`config.mk`:
```
export PLATFORM = sky130hd
export DESIGN_NAME = mrmr_ctrl
export DESIGN_NICKNAME = d
export VERILOG_FILES = /design/src/mrmr_pkg.sv /design/src/mrmr_ctrl.sv
export SDC_FILE = /design/constraint.sdc
export NUM_CORES = 1
export LEC_CHECK = 0
export ABC_AREA = 1
export BUFFER_PORTS_ARGS = -buffer_cell sky130_fd_sc_hd__buf_4
export CAP_MARGIN = 5
export CORE_MARGIN = 3
export CORE_UTILIZATION = 30
export DETAILED_ROUTE_END_ITERATION = 16
export PLACE_DENSITY = 0.62
export SETUP_SLACK_MARGIN = 0.2
export SLEW_MARGIN = 20
export SYNTH_ARGS = -nofsm -noshare
export SYNTH_HDL_FRONTEND = slang
export SYNTH_SLANG_ARGS = --single-unit
```
`constraint.sdc`:
```
create_clock -name clk -period 1.13 [get_ports clk]
set_input_delay 0.113 -clock clk [delete_from_list [all_inputs] [get_ports clk]]
set_output_delay 0.113 -clock clk [all_outputs]
set_load 0.02 [all_outputs]
```
`src/mrmr_pkg.sv`:
```
// Package for the mask ROI max-radius block.
// Register map, field widths, derive op codes and the controller/datapath structs.
// No dependencies.
package mrmr_pkg;

  localparam int PIX_W      = 10;  // pixel column/row fields
  localparam int DIM_W      = 11;  // size registers and mask-space bounds
  localparam int SPAN_W     = 12;  // ROI edge and span registers
  localparam int RAD_W      = 11;  // result radius
  localparam int CFG_DATA_W = 32;
  localparam int CFG_ADDR_W = 5;
  localparam int REG_IDX_W  = 3;

  localparam logic [REG_IDX_W-1:0] REG_MASK_W   = 3'd0;
  localparam logic [REG_IDX_W-1:0] REG_MASK_H   = 3'd1;
  localparam logic [REG_IDX_W-1:0] REG_REF_W    = 3'd2;
  localparam logic [REG_IDX_W-1:0] REG_REF_H    = 3'd3;
  localparam logic [REG_IDX_W-1:0] REG_ROI_L    = 3'd4;
  localparam logic [REG_IDX_W-1:0] REG_ROI_T    = 3'd5;
  localparam logic [REG_IDX_W-1:0] REG_ROI_SPX  = 3'd6;
  localparam logic [REG_IDX_W-1:0] REG_ROI_SPY  = 3'd7;

  typedef enum logic [2:0] {
    OP_X_LO,
    OP_X_HI,
    OP_X_SC,
    OP_Y_LO,
    OP_Y_HI,
    OP_Y_SC
  } derive_op_t;

  typedef struct packed {
    logic       clr_dirty;
    logic       div_start;
    derive_op_t op;
    logic       take;
    logic       mul1;
    logic       mul2;
    logic       acc;
    logic       sq_init;
    logic       sq_step;
    logic       out_load;
  } mrmr_cmd_t;

  typedef struct packed {
    logic dirty;
    logic div_done;
    logic sq_last;
    logic last;
    logic out_busy;
  } mrmr_sts_t;

endpackage

```
`src/mrmr_ctrl.sv`:
```
// Controller: sequences derivation, the per-pixel distance steps,
// the square root and the result hand-off. Uses mrmr_pkg.
module mrmr_ctrl
  import mrmr_pkg::*;
(
  input  logic      clk,
  input  logic      rst_n,
  input  logic      in_valid,
  output logic      in_ready,
  input  mrmr_sts_t sts,
  output mrmr_cmd_t cmd
);
  typedef enum logic [3:0] {
    S_IDLE,
    S_DIV_GO,
    S_DIV_WAIT,
    S_MUL1,
    S_MUL2,
    S_ACC,
    S_SQ_INIT,
    S_SQ_RUN,
    S_SQ_OUT
  } state_t;

  state_t     state_r;
  derive_op_t op_r;

  assign in_ready = (state_r == S_IDLE) && !sts.dirty;

  always_comb begin
    cmd           = '0;
    cmd.op        = op_r;
    cmd.clr_dirty = (state_r == S_IDLE) && sts.dirty;
    cmd.take      = in_ready && in_valid;
    cmd.div_start = (state_r == S_DIV_GO);
    cmd.mul1      = (state_r == S_MUL1);
    cmd.mul2      = (state_r == S_MUL2);
    cmd.acc       = (state_r == S_ACC);
    cmd.sq_init   = (state_r == S_SQ_INIT);
    cmd.sq_step   = (state_r == S_SQ_RUN);
    cmd.out_load  = (state_r == S_SQ_OUT) && !sts.out_busy;
  end

  always_ff @(posedge clk) begin
    if (!rst_n) begin
      state_r <= S_IDLE;
      op_r    <= OP_X_LO;
    end else begin
      case (state_r)
        S_IDLE: begin
          if (sts.dirty) begin
            op_r    <= OP_X_LO;
            state_r <= S_DIV_GO;
          end else if (in_valid) begin
            state_r <= S_MUL1;
          end
        end
        S_DIV_GO:   state_r <= S_DIV_WAIT;
        S_DIV_WAIT: begin
          if (sts.div_done) begin
            if (op_r == OP_Y_SC) begin
              state_r <= S_IDLE;
            end else begin
              op_r    <= derive_op_t'(op_r + 1'b1);
              state_r <= S_DIV_GO;
            end
          end
        end
        S_MUL1:    state_r <= S_MUL2;
        S_MUL2:    state_r <= S_ACC;
        S_ACC:     state_r <= sts.last ? S_SQ_INIT : S_IDLE;
        S_SQ_INIT: state_r <= S_SQ_RUN;
        S_SQ_RUN:  if (sts.sq_last) state_r <= S_SQ_OUT;
        S_SQ_OUT:  if (!sts.out_busy) state_r <= S_IDLE;
        default:   state_r <= S_IDLE;
      endcase
    end
  end
endmodule

```
==> impl_metrics.py <==
metrics = {
    "clock_network": {
        "path_clk_slew_ns": 0.05,
        "cts_tree": "built",
        "clkSinkCount": 7,
        "cts_buffers": 3,
        "root_buffer": "clkbuf_4",
        "hold_buffers": 0,
        "htreeDepth": 1,
        "clk_path_buf_depth": 2,
        "clk_latency_ns": 0.25,
    },
    "yosys": {
        "synth_area_per_cell_um2": 5.987,
        "synth.area.top_cells": "dfxtp_1 25%, nand2_1 16%, inv_1 12%",
        "synth_ff_type": "dfxtp_1",
        "synth_commonest_cells": "23 x nand2_1, 18 x inv_1, 14 x nor2_1, 8 x nand3_1, 7 x dfxtp_1",
        "yosysTopAreaCell": "dfxtp_1",
        "syn_inst": 93,
        "ys_warn_count": 0,
        "async_reset_ff_share_pct": 0,
        "ys_types": 19,
        "synth_edf_count": 0,
        "yosysTopAreaCellShare_pct": 25.17,
        "synth_area_um2": 556.8,
        "yosysSeqAreaShare_pct": 25.17,
        "synthesis.nets": 103,
        "synth_most_common_cell": "nand2_1",
        "ys_ff_latch": 7,
    },
    "floorplan": {
        "die_x_um": 49.08,
        "io_pins": 21,
        "start_util_pct": 34.18,
        "rows": 14,
        "die-area_um2": 2409,
        "die_h_um": 49.08,
        "coreArea_um2": 1629,
    },
    "power_and_ir_drop": {
        "ir_worst_vdd_uv": 1416,
        "power.density_nw_per_um2": 2326,
        "p_leak_nw": 0.5832,
    },
    "setup_path": {
        "path_buf_inv": 2,
        "critPathMaxStageDelay_ns": 0.34,
        "crit_path_start_kind": "register",
        "ff2ff_setup_slack_ns": -0.17,
        "crit_type": "reg -> out",
        "worst_ep_arrival_time_ns": 1.24,
        "cp.depth": 5,
        "reg2reg_from": "state_r[0]$_SDFFE_PN0P_",
        "cp_top_family": "simple AND/OR/NAND/NOR gates",
        "critPathMaxFanout": 5,
        "crit_path_end_kind": "output port",
        "ff2ff_path_depth": 9,
        "cp.required_ns": 1.02,
        "critPathLaunch": "state_r[2]$_SDFFE_PN0P_",
        "r2r-end": "state_r[0]$_SDFFE_PN0P_",
        "critPathCapture": "cmd[6]",
        "slowest_stage": "dfxtp_2",
        "path_cells": "nor2_4 > nand3_2 > buf_6 > nor2_4 > buf_6",
    },
    "worst_hold_path": {
        "hp-class": "in -> reg",
    },
    "route": {
        "drtAntennaViolNets": 0,
        "viasPerCell": 4.571,
        "drc": 0,
        "drt-pass1-iter-count": 4,
        "post_drt_wl_per_cell_um": 11.75,
        "drt_first_iter_violations": 6,
        "vias": 736,
        "drt_wl_total_mm": 1.892,
    },
    "sta": {
        "relSlewSlack_pct": 78.80,
        "rsz0062_at_grt": "yes",
        "hold_violations": 0,
        "finalWorstSetupSlack_ns": -0.2270,
        "finalSetupViolations": 16,
        "fin_crit_ns": 1.357,
        "slew_violations": 0,
        "fin_skew_ns": 0.0009500,
        "whs_ns": 0.1205,
        "period_share_pct": 120.1,
        "clock.fmax_mhz": 736.9,
        "worst_pin_slew_ns": 0.3147,
    },
    "global_routing": {
        "grt_usage_pct": 15.25,
        "grt_pass1_wl_mm": 2.898,
        "grt_start_max_net_pins": 6,
        "grt_pass1_vias": 708,
        "antenna_found_initial": 0,
        "overflow": 0,
    },
    "placed_design": {
        "io_buffers": 20,
        "placedCellCount": 146,
        "hpwl_mm": 1.243,
        "post-place-ws_ns": -0.1407,
        "place_congestion": 0.8031,
    },
    "flow_run": {
        "max-cap-violations": 0,
    },
    "final_layout": {
        "stdcell_count": 161,
        "drive_above_1_share_pct": 66.42,
        "antennaDiodeCount": 0,
        "nNetsFinal": 148,
        "area.growth.synth_to_final_pct": 100.4,
        "utilization_pct": 68.51,
    },
    "status": {
        "status": "finished, violations left",
        "violations": "negative setup slack",
    },
}
-- per-stage QoR --
| stage | TNS (ns) | area, µm² | total power [W] |
|---|---|---|---|
| after floorplan | 0 | 603.1 | 0.001275 |
| after global placement | -0.3275 | 847.1 | 0.001713 |
| after detailed placement | -0.5904 | 847.1 | 0.001728 |
| after CTS | -2.038 | 1041 | 0.002336 |
| after global routing | -3.577 | 1116 | 0.002788 |
| final | -2.399 | 1116 | 0.002596 |
-- routing by layer --
| layer | GRT usage (%) | wire length, µm | vias to the layer above |
|---|---|---|---|
| met3 | 5.810 | 95 | 2 |
| met1 | 17.03 | 752 | 342 |
| li1 | - | - | 373 |
| met4 | 2.844 | 12 | 0 |
| met2 | 27.23 | 1032 | 19 |
| met5 | 0 | 0 | - |
-- report_power, final --
part	internal (W)	leakage, nW	total, W	switching [W]
clock	0.000135	0.0150	0.000235	0.000100
combinational	0.000899	0.507	0.00189	0.000988
sequential	0.000353	0.0614	0.000474	0.000122
total	0.00139	0.583	0.00260	0.00121
-- worst min path at each step --
stage                     startpoint                      end  slack [ns]  depth (start not counted)
after floorplan                rst_n  state_r[2]$_SDFFE_PN0P_        0.22                          2
after global placement         rst_n  state_r[2]$_SDFFE_PN0P_        0.37                          3
after detailed placement       rst_n  state_r[2]$_SDFFE_PN0P_        0.38                          3
after CTS                      rst_n  state_r[0]$_SDFFE_PN0P_        0.11                          3
after global routing           rst_n  state_r[0]$_SDFFE_PN0P_        0.12                          3
final                          rst_n  state_r[1]$_SDFFE_PN0P_        0.12                          3
-- final cells by class --
cell class,count,area [µm²]
multi-input combinational,65,459.2
inverter,20,77.57
fill,127,513.0
clock buffer,4,26.28
timing repair buffer,41,364.1
sequential,7,158.9
tap,24,30.03
-- repair_timing --
| action | CTS | global route |
|---|---|---|
| gates resized for setup | 35 | 16 |
| endpoints found under the setup margin | 18 | 18 |
| buffers inserted | 9 | 2 |
| pin swaps | 10 | 10 |
-- placed cells by master, fill, tap and decap left out --
cell	count
nand3_4	1
nor3_2	2
a21oi_1	1
inv_4	1
buf_6	15
nor2_4	7
ha_4	1
o211ai_1	1
nand3_1	5
ha_1	1
dfxtp_4	4
dfxtp_2	3
inv_2	9
nand3b_1	1
nand3_2	3
clkbuf_1	1
nor2_1	10
nand2_1	13
buf_4	26
xnor2_1	1
a21oi_2	2
nor2_2	2
nand2_4	4
nand2_2	8
inv_1	10
o21ai_1	1
clkbuf_4	3
o21ai_0	1
-- cell families after synthesis --
kind of cell    share of synthesized area, %
flops                                  25.17
simple gates                           46.74
compound gates                         6.518
xor+xnor                               1.573
buf+inv                                15.51
fa+ha+maj                              4.494
-- worst reg2reg max path, cell delays in order, from the launching register on --
cell and delay [ns]:
dfxtp_4 0.37, buf_6 0.12, nor2_4 0.13, buf_6 0.13, nand3_1 0.09, nand2_2 0.14
nor2_1 0.06, nand2_1 0.07, nand2_1 0.06, nor2_1 0.08
-- registers in the layout, indices dropped and copies added, names as in the netlist --
name and flops:
op_r 3, state_r 4
No activity file was read; power rests on OpenSTA's default activity.
